<file path="src/hdl/ess_pkg.sv">
`timescale 1ns / 1ps
// Shared types, codes and helpers for the eight-step sequencer.
// No dependencies; used by ess_ctrl, ess_datapath and eight_step_sequencer.
package ess_pkg;

    localparam int NUM_STEPS_DEF  = 8;
    localparam int PHASE_BITS_DEF = 24;

    localparam int ROW_W   = 32;
    localparam int NOTE_W  = 4;
    localparam int BTN_W   = 8;
    localparam int RND_W   = 8;
    localparam int CNT_W   = $clog2(RND_W);
    localparam int INC_W   = 24;
    localparam int REQ_W   = 4;
    localparam int DIR_W   = 2;
    localparam int IDX_W   = 3;
    localparam int CFG_W   = 2;

    localparam logic [NOTE_W-1:0] NOTE_MAX = 4'd11;

    localparam logic [DIR_W-1:0] DIR_UP       = 2'd0;
    localparam logic [DIR_W-1:0] DIR_PINGPONG = 2'd1;
    localparam logic [DIR_W-1:0] DIR_RANDOM   = 2'd2;

    localparam logic [CFG_W-1:0] REG_ROW1 = 2'd0;
    localparam logic [CFG_W-1:0] REG_ROW2 = 2'd1;
    localparam logic [CFG_W-1:0] REG_ROW3 = 2'd2;

    typedef enum logic [1:0] {
        S_IDLE,
        S_DECIDE,
        S_DIV,
        S_COMMIT
    } ess_state_t;

    typedef struct packed {
        logic capture;
        logic div_start;
        logic div_step;
        logic commit;
    } ess_cmd_t;

    typedef struct packed {
        logic rand_mode;
        logic div_last;
    } ess_stat_t;

    function automatic logic [NOTE_W-1:0] note_at(input logic [ROW_W-1:0] row,
                                                  input logic [IDX_W-1:0] idx);
        logic [ROW_W-1:0]  sh;
        logic [NOTE_W-1:0] v;
        sh = row >> {idx, 2'b00};
        v  = sh[NOTE_W-1:0];
        return (v > NOTE_MAX) ? NOTE_MAX : v;
    endfunction

endpackage

</file>
<file path="src/hdl/ess_ctrl.sv">
`timescale 1ns / 1ps
// Sequencing controller: accepts a beat, runs the remainder unit when needed,
// commits into the output register. Depends on ess_pkg.
module ess_ctrl
(
    input  logic              clk,
    input  logic              rst_n,
    input  logic              in_valid,
    output logic              in_stall,
    output logic              out_valid,
    input  logic              out_stall,
    input  ess_pkg::ess_stat_t stat,
    output ess_pkg::ess_cmd_t  cmd
);

    ess_pkg::ess_state_t state_reg;
    ess_pkg::ess_state_t state_next;
    logic                out_valid_reg;
    logic                out_valid_next;

    always_ff @(posedge clk or negedge rst_n)
    begin
        if (!rst_n)
        begin
            state_reg     <= ess_pkg::S_IDLE;
            out_valid_reg <= 1'b0;
        end
        else
        begin
            state_reg     <= state_next;
            out_valid_reg <= out_valid_next;
        end
    end

    always_comb
    begin
        state_next     = state_reg;
        cmd            = '0;
        in_stall       = 1'b1;
        out_valid_next = out_valid_reg && out_stall;
        case (state_reg)
            ess_pkg::S_IDLE:
            begin
                in_stall = 1'b0;
                if (in_valid)
                begin
                    cmd.capture = 1'b1;
                    state_next  = ess_pkg::S_DECIDE;
                end
            end
            ess_pkg::S_DECIDE:
            begin
                if (stat.rand_mode)
                begin
                    cmd.div_start = 1'b1;
                    state_next    = ess_pkg::S_DIV;
                end
                else
                begin
                    state_next = ess_pkg::S_COMMIT;
                end
            end
            ess_pkg::S_DIV:
            begin
                cmd.div_step = 1'b1;
                if (stat.div_last)
                begin
                    state_next = ess_pkg::S_COMMIT;
                end
            end
            ess_pkg::S_COMMIT:
            begin
                if (!out_valid_reg || !out_stall)
                begin
                    cmd.commit     = 1'b1;
                    out_valid_next = 1'b1;
                    state_next     = ess_pkg::S_IDLE;
                end
            end
            default:
            begin
                state_next = ess_pkg::S_IDLE;
            end
        endcase
    end

    assign out_valid = out_valid_reg;

`ifndef SYNTHESIS
    a_commit_room: assert property (@(posedge clk) disable iff (!rst_n)
        cmd.commit |-> (!out_valid_reg || !out_stall))
        else $error("commit into an occupied output register");

    a_accept_decide: assert property (@(posedge clk) disable iff (!rst_n)
        (in_valid && !in_stall) |=> (state_reg == ess_pkg::S_DECIDE))
        else $error("accepted beat not followed by decode");

    a_div_exit: assert property (@(posedge clk) disable iff (!rst_n)
        (state_reg == ess_pkg::S_DIV && stat.div_last) |=> (state_reg == ess_pkg::S_COMMIT))
        else $error("remainder unit did not hand over to commit");

    a_out_from_commit: assert property (@(posedge clk) disable iff (!rst_n)
        $rose(out_valid_reg) |-> $past(cmd.commit))
        else $error("output valid without commit");
`endif

endmodule

</file>
<file path="src/hdl/ess_datapath.sv">
`timescale 1ns / 1ps
// Sequencer datapath: captured beat, sequencer state, remainder unit, row
// registers and output register. Depends on ess_pkg; driven by ess_ctrl.
module ess_datapath #(
    parameter int NUM_STEPS  = ess_pkg::NUM_STEPS_DEF,
    parameter int PHASE_BITS = ess_pkg::PHASE_BITS_DEF
)
(
    input  logic                          clk,
    input  logic                          rst_n,
    input  ess_pkg::ess_cmd_t             cmd,
    output ess_pkg::ess_stat_t            stat,
    input  logic                          cfg_we,
    input  logic [ess_pkg::CFG_W-1:0]     cfg_index,
    input  logic [ess_pkg::ROW_W-1:0]     cfg_data,
    input  logic                          run_level,
    input  logic                          ext_clock_present,
    input  logic                          ext_clock_level,
    input  logic [ess_pkg::INC_W-1:0]     phase_step,
    input  logic                          reset_level,
    input  logic [ess_pkg::REQ_W-1:0]     step_count_request,
    input  logic [ess_pkg::DIR_W-1:0]     direction,
    input  logic [ess_pkg::BTN_W-1:0]     gate_buttons,
    input  logic [ess_pkg::RND_W-1:0]     random_byte,
    output logic [ess_pkg::IDX_W-1:0]     step_index,
    output logic                          running_flag,
    output logic [ess_pkg::BTN_W-1:0]     step_gates,
    output logic                          sum_gate,
    output logic [ess_pkg::NOTE_W-1:0]    row1_note,
    output logic [ess_pkg::NOTE_W-1:0]    row2_note,
    output logic [ess_pkg::NOTE_W-1:0]    row3_note,
    output logic                          advanced
);

    localparam int PW = $clog2(NUM_STEPS);
    localparam int AW = ($clog2(NUM_STEPS + 2) > ess_pkg::REQ_W) ?
                        $clog2(NUM_STEPS + 2) : ess_pkg::REQ_W;

    // captured beat
    logic                       cap_run_reg;
    logic                       cap_ext_p_reg;
    logic                       cap_ext_l_reg;
    logic [ess_pkg::INC_W-1:0]  cap_inc_reg;
    logic                       cap_rst_reg;
    logic [ess_pkg::REQ_W-1:0]  cap_req_reg;
    logic [ess_pkg::DIR_W-1:0]  cap_dir_reg;
    logic [ess_pkg::BTN_W-1:0]  cap_btn_reg;
    logic [ess_pkg::RND_W-1:0]  cap_rnd_reg;

    // sequencer state
    logic                       running_reg;
    logic                       running_next;
    logic [PHASE_BITS-1:0]      phase_acc_reg;
    logic [PHASE_BITS-1:0]      phase_acc_next;
    logic [PW-1:0]              step_pos_reg;
    logic [PW-1:0]              step_pos_next;
    logic                       going_down_reg;
    logic                       going_down_next;
    logic [NUM_STEPS-1:0]       gate_mask_reg;
    logic [NUM_STEPS-1:0]       gate_mask_next;
    logic                       last_run_reg;
    logic                       last_ext_reg;
    logic                       last_ext_next;
    logic                       last_rst_reg;
    logic [ess_pkg::BTN_W-1:0]  last_btn_reg;
    logic [ess_pkg::BTN_W-1:0]  btn_masked;

    logic [ess_pkg::ROW_W-1:0]  row1_reg;
    logic [ess_pkg::ROW_W-1:0]  row2_reg;
    logic [ess_pkg::ROW_W-1:0]  row3_reg;

    // remainder unit
    logic [AW-1:0]              rem_reg;
    logic [AW-1:0]              rem_next;
    logic [ess_pkg::CNT_W-1:0]  div_cnt_reg;
    logic [AW-1:0]              count;

    // output register
    logic [ess_pkg::IDX_W-1:0]  step_index_reg;
    logic                       running_flag_reg;
    logic [ess_pkg::BTN_W-1:0]  step_gates_reg;
    logic                       sum_gate_reg;
    logic [ess_pkg::NOTE_W-1:0] row1_note_reg;
    logic [ess_pkg::NOTE_W-1:0] row2_note_reg;
    logic [ess_pkg::NOTE_W-1:0] row3_note_reg;
    logic                       advanced_reg;

    logic [ess_pkg::IDX_W-1:0]  step_index_next;
    logic [ess_pkg::BTN_W-1:0]  step_gates_next;
    logic                       sum_gate_next;
    logic [ess_pkg::NOTE_W-1:0] row1_note_next;
    logic [ess_pkg::NOTE_W-1:0] row2_note_next;
    logic [ess_pkg::NOTE_W-1:0] row3_note_next;
    logic                       advanced_next;

    always_ff @(posedge clk)
    begin
        if (cmd.capture)
        begin
            cap_run_reg   <= run_level;
            cap_ext_p_reg <= ext_clock_present;
            cap_ext_l_reg <= ext_clock_level;
            cap_inc_reg   <= phase_step;
            cap_rst_reg   <= reset_level;
            cap_req_reg   <= step_count_request;
            cap_dir_reg   <= direction;
            cap_btn_reg   <= gate_buttons;
            cap_rnd_reg   <= random_byte;
        end
        if (cmd.div_start)
        begin
            rem_reg     <= '0;
            div_cnt_reg <= '0;
        end
        else if (cmd.div_step)
        begin
            rem_reg     <= rem_next;
            div_cnt_reg <= div_cnt_reg + 1'b1;
        end
        if (cmd.commit)
        begin
            step_index_reg   <= step_index_next;
            running_flag_reg <= running_next;
            step_gates_reg   <= step_gates_next;
            sum_gate_reg     <= sum_gate_next;
            row1_note_reg    <= row1_note_next;
            row2_note_reg    <= row2_note_next;
            row3_note_reg    <= row3_note_next;
            advanced_reg     <= advanced_next;
        end
    end

    always_ff @(posedge clk or negedge rst_n)
    begin
        if (!rst_n)
        begin
            running_reg    <= 1'b0;
            phase_acc_reg  <= '0;
            step_pos_reg   <= '0;
            going_down_reg <= 1'b0;
            gate_mask_reg  <= '1;
            last_run_reg   <= 1'b0;
            last_ext_reg   <= 1'b0;
            last_rst_reg   <= 1'b0;
            last_btn_reg   <= '0;
            row1_reg       <= '0;
            row2_reg       <= '0;
            row3_reg       <= '0;
        end
        else
        begin
            if (cmd.commit)
            begin
                running_reg    <= running_next;
                phase_acc_reg  <= phase_acc_next;
                step_pos_reg   <= step_pos_next;
                going_down_reg <= going_down_next;
                gate_mask_reg  <= gate_mask_next;
                last_run_reg   <= cap_run_reg;
                last_ext_reg   <= last_ext_next;
                last_rst_reg   <= cap_rst_reg;
                last_btn_reg   <= btn_masked;
            end
            if (cfg_we)
            begin
                case (cfg_index)
                    ess_pkg::REG_ROW1: row1_reg <= cfg_data;
                    ess_pkg::REG_ROW2: row2_reg <= cfg_data;
                    ess_pkg::REG_ROW3: row3_reg <= cfg_data;
                    default: ;
                endcase
            end
        end
    end

    // clamp step count to 1..NUM_STEPS
    always_comb
    begin
        logic [AW-1:0] req_ext;
        req_ext = AW'(cap_req_reg);
        if (req_ext == '0)
            count = AW'(1);
        else if (req_ext > AW'(NUM_STEPS))
            count = AW'(NUM_STEPS);
        else
            count = req_ext;
    end

    // one remainder bit per cycle, random byte taken MSB first
    always_comb
    begin
        logic [AW:0] trial;
        trial = {rem_reg, cap_rnd_reg[ess_pkg::CNT_W'(ess_pkg::RND_W - 1) - div_cnt_reg]};
        if (trial >= {1'b0, count})
            rem_next = AW'(trial - {1'b0, count});
        else
            rem_next = AW'(trial);
    end

    assign stat.rand_mode = (cap_dir_reg == ess_pkg::DIR_RANDOM);
    assign stat.div_last  = (div_cnt_reg == ess_pkg::CNT_W'(ess_pkg::RND_W - 1));

    always_comb
    begin
        logic [PHASE_BITS:0]       sum;
        logic                      rst_edge;
        logic                      clk_edge;
        logic                      gate_in;
        logic                      step_now;
        logic [AW-1:0]             pos;
        logic [AW-1:0]             p;
        logic [AW-1:0]             pos_new;
        logic                      enabled;
        logic                      in_row;
        logic [ess_pkg::BTN_W-1:0] rises;

        running_next    = running_reg ^ (cap_run_reg & ~last_run_reg);
        phase_acc_next  = phase_acc_reg;
        last_ext_next   = last_ext_reg;
        gate_in         = 1'b0;
        step_now        = 1'b0;
        sum             = {1'b0, phase_acc_reg} + {1'b0, PHASE_BITS'(cap_inc_reg)};
        clk_edge        = cap_ext_l_reg & ~last_ext_reg;

        if (running_next)
        begin
            if (cap_ext_p_reg)
            begin
                if (clk_edge)
                begin
                    phase_acc_next = '0;
                    step_now       = 1'b1;
                end
                last_ext_next = cap_ext_l_reg;
                gate_in       = cap_ext_l_reg;
            end
            else
            begin
                phase_acc_next = sum[PHASE_BITS-1:0];
                step_now       = sum[PHASE_BITS];
                gate_in        = ~sum[PHASE_BITS-1];
            end
        end

        rst_edge = cap_rst_reg & ~last_rst_reg;
        if (rst_edge)
        begin
            phase_acc_next = '0;
            step_now       = 1'b1;
        end

        // a restart moves from one past the last step
        pos             = rst_edge ? AW'(NUM_STEPS) : AW'(step_pos_reg);
        p               = pos;
        going_down_next = going_down_reg;
        if (step_now)
        begin
            if (cap_dir_reg == ess_pkg::DIR_PINGPONG)
            begin
                if (!going_down_reg)
                begin
                    p = pos + AW'(1);
                    if (p >= count)
                    begin
                        p               = (p >= AW'(2)) ? p - AW'(2) : '0;
                        going_down_next = 1'b1;
                    end
                end
                else if (pos == '0)
                begin
                    p               = AW'(1);
                    going_down_next = 1'b0;
                end
                else
                begin
                    p = pos - AW'(1);
                end
                if (p > count - AW'(1))
                    p = count - AW'(1);
            end
            else if (cap_dir_reg == ess_pkg::DIR_RANDOM)
            begin
                p = rem_reg;
            end
            else
            begin
                p = pos + AW'(1);
                if (p >= count)
                    p = '0;
            end
        end
        step_pos_next = PW'(p);

        btn_masked     = cap_btn_reg & ess_pkg::BTN_W'({NUM_STEPS{1'b1}});
        rises          = btn_masked & ~last_btn_reg;
        gate_mask_next = gate_mask_reg ^ NUM_STEPS'(rises);

        pos_new         = AW'(step_pos_next);
        enabled         = gate_mask_next[step_pos_next];
        in_row          = (pos_new[AW-1:ess_pkg::IDX_W] == '0);
        step_index_next = pos_new[ess_pkg::IDX_W-1:0];
        sum_gate_next   = gate_in & enabled;
        advanced_next   = step_now;
        step_gates_next = (running_next && gate_in && enabled && in_row) ?
                          (ess_pkg::BTN_W'(1) << step_index_next) : '0;
        row1_note_next  = in_row ? ess_pkg::note_at(row1_reg, step_index_next) : '0;
        row2_note_next  = in_row ? ess_pkg::note_at(row2_reg, step_index_next) : '0;
        row3_note_next  = in_row ? ess_pkg::note_at(row3_reg, step_index_next) : '0;
    end

    assign step_index   = step_index_reg;
    assign running_flag = running_flag_reg;
    assign step_gates   = step_gates_reg;
    assign sum_gate     = sum_gate_reg;
    assign row1_note    = row1_note_reg;
    assign row2_note    = row2_note_reg;
    assign row3_note    = row3_note_reg;
    assign advanced     = advanced_reg;

endmodule

</file>
<file path="src/hdl/eight_step_sequencer.sv">
`timescale 1ns / 1ps
// Top level of the eight-step gate and note sequencer.
// Depends on ess_pkg, ess_ctrl and ess_datapath.
//
//  channel   handshake              payload
//  in        in_valid / in_stall    run_level .. random_byte, one tick per beat
//  out       out_valid / out_stall  step_index .. advanced, one result per beat
//  cfg       cfg_we                 cfg_index, cfg_data (row registers)
//
// A beat is accepted in S_IDLE, then passes S_DECIDE and is committed in S_COMMIT;
// in random mode the remainder unit runs in S_DIV between them, one random_byte bit
// per step. The next beat is accepted in the cycle after the commit.
// The next beat is accepted once the previous one has been committed to the
// output register; a stalled result holds there while the next beat computes.
// Reset (rst_n low) stops the sequencer, clears position and enables all steps.
module eight_step_sequencer #(
    parameter int NUM_STEPS  = ess_pkg::NUM_STEPS_DEF,
    parameter int PHASE_BITS = ess_pkg::PHASE_BITS_DEF
)
(
    input  logic                          clk,
    input  logic                          rst_n,
    input  logic                          in_valid,
    output logic                          in_stall,
    input  logic                          run_level,
    input  logic                          ext_clock_present,
    input  logic                          ext_clock_level,
    input  logic [ess_pkg::INC_W-1:0]     phase_step,
    input  logic                          reset_level,
    input  logic [ess_pkg::REQ_W-1:0]     step_count_request,
    input  logic [ess_pkg::DIR_W-1:0]     direction,
    input  logic [ess_pkg::BTN_W-1:0]     gate_buttons,
    input  logic [ess_pkg::RND_W-1:0]     random_byte,
    output logic                          out_valid,
    input  logic                          out_stall,
    output logic [ess_pkg::IDX_W-1:0]     step_index,
    output logic                          running_flag,
    output logic [ess_pkg::BTN_W-1:0]     step_gates,
    output logic                          sum_gate,
    output logic [ess_pkg::NOTE_W-1:0]    row1_note,
    output logic [ess_pkg::NOTE_W-1:0]    row2_note,
    output logic [ess_pkg::NOTE_W-1:0]    row3_note,
    output logic                          advanced,
    input  logic                          cfg_we,
    input  logic [ess_pkg::CFG_W-1:0]     cfg_index,
    input  logic [ess_pkg::ROW_W-1:0]     cfg_data
);

    ess_pkg::ess_cmd_t  cmd;
    ess_pkg::ess_stat_t stat;

    ess_ctrl u_ctrl
    (
        .clk       (clk),
        .rst_n     (rst_n),
        .in_valid  (in_valid),
        .in_stall  (in_stall),
        .out_valid (out_valid),
        .out_stall (out_stall),
        .stat      (stat),
        .cmd       (cmd)
    );

    ess_datapath #(
        .NUM_STEPS  (NUM_STEPS),
        .PHASE_BITS (PHASE_BITS)
    ) u_datapath
    (
        .clk                (clk),
        .rst_n              (rst_n),
        .cmd                (cmd),
        .stat               (stat),
        .cfg_we             (cfg_we),
        .cfg_index          (cfg_index),
        .cfg_data           (cfg_data),
        .run_level          (run_level),
        .ext_clock_present  (ext_clock_present),
        .ext_clock_level    (ext_clock_level),
        .phase_step         (phase_step),
        .reset_level        (reset_level),
        .step_count_request (step_count_request),
        .direction          (direction),
        .gate_buttons       (gate_buttons),
        .random_byte        (random_byte),
        .step_index         (step_index),
        .running_flag       (running_flag),
        .step_gates         (step_gates),
        .sum_gate           (sum_gate),
        .row1_note          (row1_note),
        .row2_note          (row2_note),
        .row3_note          (row3_note),
        .advanced           (advanced)
    );

endmodule
</file>
<file path="config.mk">
export PLATFORM = sky130hd
export DESIGN_NAME = eight_step_sequencer
export DESIGN_NICKNAME = d
export VERILOG_FILES = /design/src/hdl/ess_pkg.sv /design/src/hdl/ess_ctrl.sv /design/src/hdl/ess_datapath.sv /design/src/hdl/eight_step_sequencer.sv
export SDC_FILE = /design/constraint.sdc
export NUM_CORES = 1
export LEC_CHECK = 0
export BUFFER_PORTS_ARGS = -buffer_cell sky130_fd_sc_hd__buf_2
export CAP_MARGIN = 20
export CORE_UTILIZATION = 35
export CTS_BUF_LIST = sky130_fd_sc_hd__clkbuf_8
export DETAILED_ROUTE_END_ITERATION = 10
export PLACE_DENSITY = 0.59
export SKIP_LAST_GASP = 1
export SLEW_MARGIN = 30
export SYNTH_ARGS = -nofsm -noshare
export SYNTH_HDL_FRONTEND = slang
export SYNTH_SLANG_ARGS = --single-unit
</file>
<file path="constraint.sdc">
create_clock -name clk -period 6.2 [get_ports clk]
set_input_delay 1.24 -clock clk [delete_from_list [all_inputs] [get_ports clk]]
set_output_delay 1.24 -clock clk [all_outputs]
set_load 0.05 [all_outputs]
</file>
==> impl_metrics.yaml <==
outcome:
  status: "completed"
sta:
  finalSetupViolCount: 0
  period_needed_ns: 5.694
  skew_ns: 0.04181
  tns_ns: 0
  maxSlewHeadroom_pct: 48.17
  slew_viol_final: 0
  fmax_mhz: 175.6
  finalHoldViolCount: 0
  rsz0062_at_grt: "false"
  finalCritPeriodShare_pct: 91.85
  whs_ns: 0.4594
  setup_ws_ns: 0.5055
  max_slew.worst_pin.slew_ns: 0.7774
die:
  start_util_pct: 35.49
  ios: 117
  core_area_sq_um: 32540
  die_y_um: 183.6
  die_area_sq_um: 33720
  rows: 66
  die_width_um: 183.6
power:
  ir_worst_vdd_mv: 0.2340
  p_int_mw: 4.258
  leakage_nw: 5.990
  p_sw_share_pct: 39.98
  seqPwrFrac_pct: 33.3
  netSwitchingPower_mw: 2.837
  combPwrFrac_pct: 45.8
  powerDensity_nw_per_um2: 523.4
  clkPwrFrac_pct: 20.9
critical_path:
  cp_data_arrival_time_ns: 6.00
  worstPathBufferInverterCount: 2
  criticalPathCategory: "reg -> reg"
  startpoint_type: "flip-flop"
  startpoint: "u_datapath.last_rst_reg$_DFFE_PN0P_"
  r2r_start: "u_datapath.last_rst_reg$_DFFE_PN0P_"
  cp.required_ns: 6.51
  crit_family: "compound AO/OA/AOI/OAI gates"
  crit_fanout: 15
  crit_chain: "nand2b_1, nand2_1, inv_1, ha_1, a21oi_2, nor2_2, ha_1, a21o_1, a31oi_2, a21oi_1, a2111oi_4, nor2_1, ha_1, nor2b_1, o21ai_0, a32o_1, o211ai_2, o221ai_2, a31oi_4, inv_2, nor2_2, a21o_1, o21ai_1, o22ai_1"
  cpPeakStageDelay_ns: 0.41
  end_kind: "flip-flop"
  cp_slowest_cell: "dfrtp_1"
  cp_common_cell: "ha_1"
logic_synthesis:
  ys_warn_count: 0
  yosysTopAreaCellShare_pct: 30.12
  syn-num-nets: 1087
  yosys-top-cells-count: "139 x dfrtp_1, 104 x mux2_2, 94 x nand2_1"
  synthFlopType: "dfrtp_1"
  synth_cells: 948
  seq_area_frac_synth_pct: 52.92
  synth_edf_count: 76
  avgSynthCellArea_sq_um: 12.18
  synth_most_common_cell: "dfrtp_1"
  synth-seq-cells: 230
  synth_cell_type_count: 83
  ys_async_sr_fraction_pct: 63.91
  ys_top_cells_by_area: "dfrtp_1 30%, edfxtp_1 20%, mux2_2 10%"
  synth_top_area_cell: "dfrtp_1"
  synth_area_sq_um: 11550
layout:
  drive_gt1_share_pct: 30.40
  multi_input_area_sq_um: 5176
  synthToLayoutAreaGrowth_pct: 17.40
  area.sequential_sq_um: 6111
  stdcell_area_sq_um: 13560
  fin_util_pct: 41.67
  fillers: 3132
  nets: 1230
cts:
  h-tree-depth: 2
  cts_buffers: 42
  cts_buffer_depth: 3
  clk_latency_ns: 0.56
  cts_sinks: 230
  cts_tree: "done"
  root_buffer: "clkbuf_8"
  clk_pin_slew_ns: 0.06
grt:
  grt_pass1_wl_um: 42550
  antenna_found_initial: 4
  grt_max_degree: 58
  grt_pass1_vias: 7895
  grtUsageTotal_pct: 16.02
  gr-total-overflow: 0
placed_design:
  place_congestion: 0.8508
  io_buffer_count: 116
  placed_area_sq_um: 12660
  post-place-ws_ns: 0.2569
  dp_hpwl_um: 18520
drt:
  vias_per_cell: 4.923
  totalWireLength_um: 26470
  drtIter0Drc: 411
  drtAntennaViolNets: 0
  routedWlPerCell_um: 16.86
  vias: 7729
  drt_pass1_iterations: 5
  remaining_drc_errors: 0
job:
  cap_violations: 0
worst_hold_path:
  hold_class: "reg -> reg"
  hp-start: "u_datapath.cap_run_reg$_DFFE_PP_"
==> worst paths after layout <==
check / depth (start not counted) / slack [ns] / to
worst max-delay path: 24 / 0.51 / u_datapath.row2_note[0]$_SDFFCE_PN1P_
worst min-delay path: 2 / 0.46 / u_datapath.last_run_reg$_DFFE_PN0P_
worst max register to register: 24 / 0.51 / u_datapath.row2_note[0]$_SDFFCE_PN1P_
worst min register to register: 2 / 0.46 / u_datapath.last_run_reg$_DFFE_PN0P_
max in group asynchronous: 2 / 4.49 / u_datapath.row2_reg[11]$_DFFE_PN0P_
min in group asynchronous: 1 / 0.58 / u_datapath.row1_reg[23]$_DFFE_PN0P_
==> tightest hold or removal path, stage by stage (launching register included) <==
cell and delay [ns]:
edfxtp_1 0.33, nand2_1 0.05, nand2_1 0.05
==> repair_timing <==
item | in CTS | in global routing
buffers inserted | 0 | 0
hold buffers | 0 | 0
resized for setup | 0 | 3
setup endpoints to repair | 0 | 20
==> logic make-up after synthesis <==
| logic type | Yosys count | share of synthesized area, % |
|---|---|---|
| AO/OA/AOI/OAI | 197 | 12.42 |
| XOR/XNOR | 40 | 3.034 |
| adder cells (fa/ha/maj) | 51 | 5.667 |
| buffers and inverters | 60 | 2.470 |
| flip-flops | 230 | 52.92 |
| multiplexers | 150 | 14.48 |
| other | 1 | 0.03248 |
| AND/OR/NAND/NOR | 219 | 8.983 |
==> cell usage in the layout, fill, tap and decap left out, drive strengths merged, types with 9 or more instances in the layout <==
cell type,count
inv,42
mux2i,41
dfrtp,139
clkinv,9
nor2,47
nand2b,16
nor2b,22
xnor2,29
a211oi,11
buf,134
mux2,107
edfxtp,76
a21oi,51
a21o,17
a22o,25
o21ai,34
nand2,94
clkbuf,48
ha,48
xor2,11
==> stage by stage <==
stage	instances	power, mW
6_report	1570	7.095
3_3_place_gp	1489	5.572
5_1_grt	1570	7.615
3_5_place_dp	1489	5.634
4_1_cts	1567	7.161
2_1_floorplan	948	4.900
==> final cells by class <==
type / count / share of cell area [%]
inverters: 25 / 0.6922
diodes: 3 / 0.05538
flip-flops and latches: 230 / 45.08
clock inverters: 30 / 1.624
multi-input cells: 658 / 38.18
clock buffers: 48 / 4.873
well taps: 442 / 4.079
repair buffers: 134 / 5.418
==> power groups by stage <==
stage / logic [mW] / clock network, mW / registers (mW)
finish: 3.25 / 1.48 / 2.37
global placement: 3.18 / 0 / 2.39
floorplan: 2.34 / 0 / 2.56
detailed placement: 3.24 / 0 / 2.39
global route: 3.60 / 1.61 / 2.41
CTS: 3.26 / 1.53 / 2.37
==> metal layers <==
layer	GRT usage (%)	share of wire, %	vias to the layer above
met3	3.407	4.9	42
met2	24.29	44	171
met4	5.900	2.5	2
met5	0	0.030	-
met1	22.41	48	3742
li1	-	-	3772
Power figures use the tool's default switching activity.
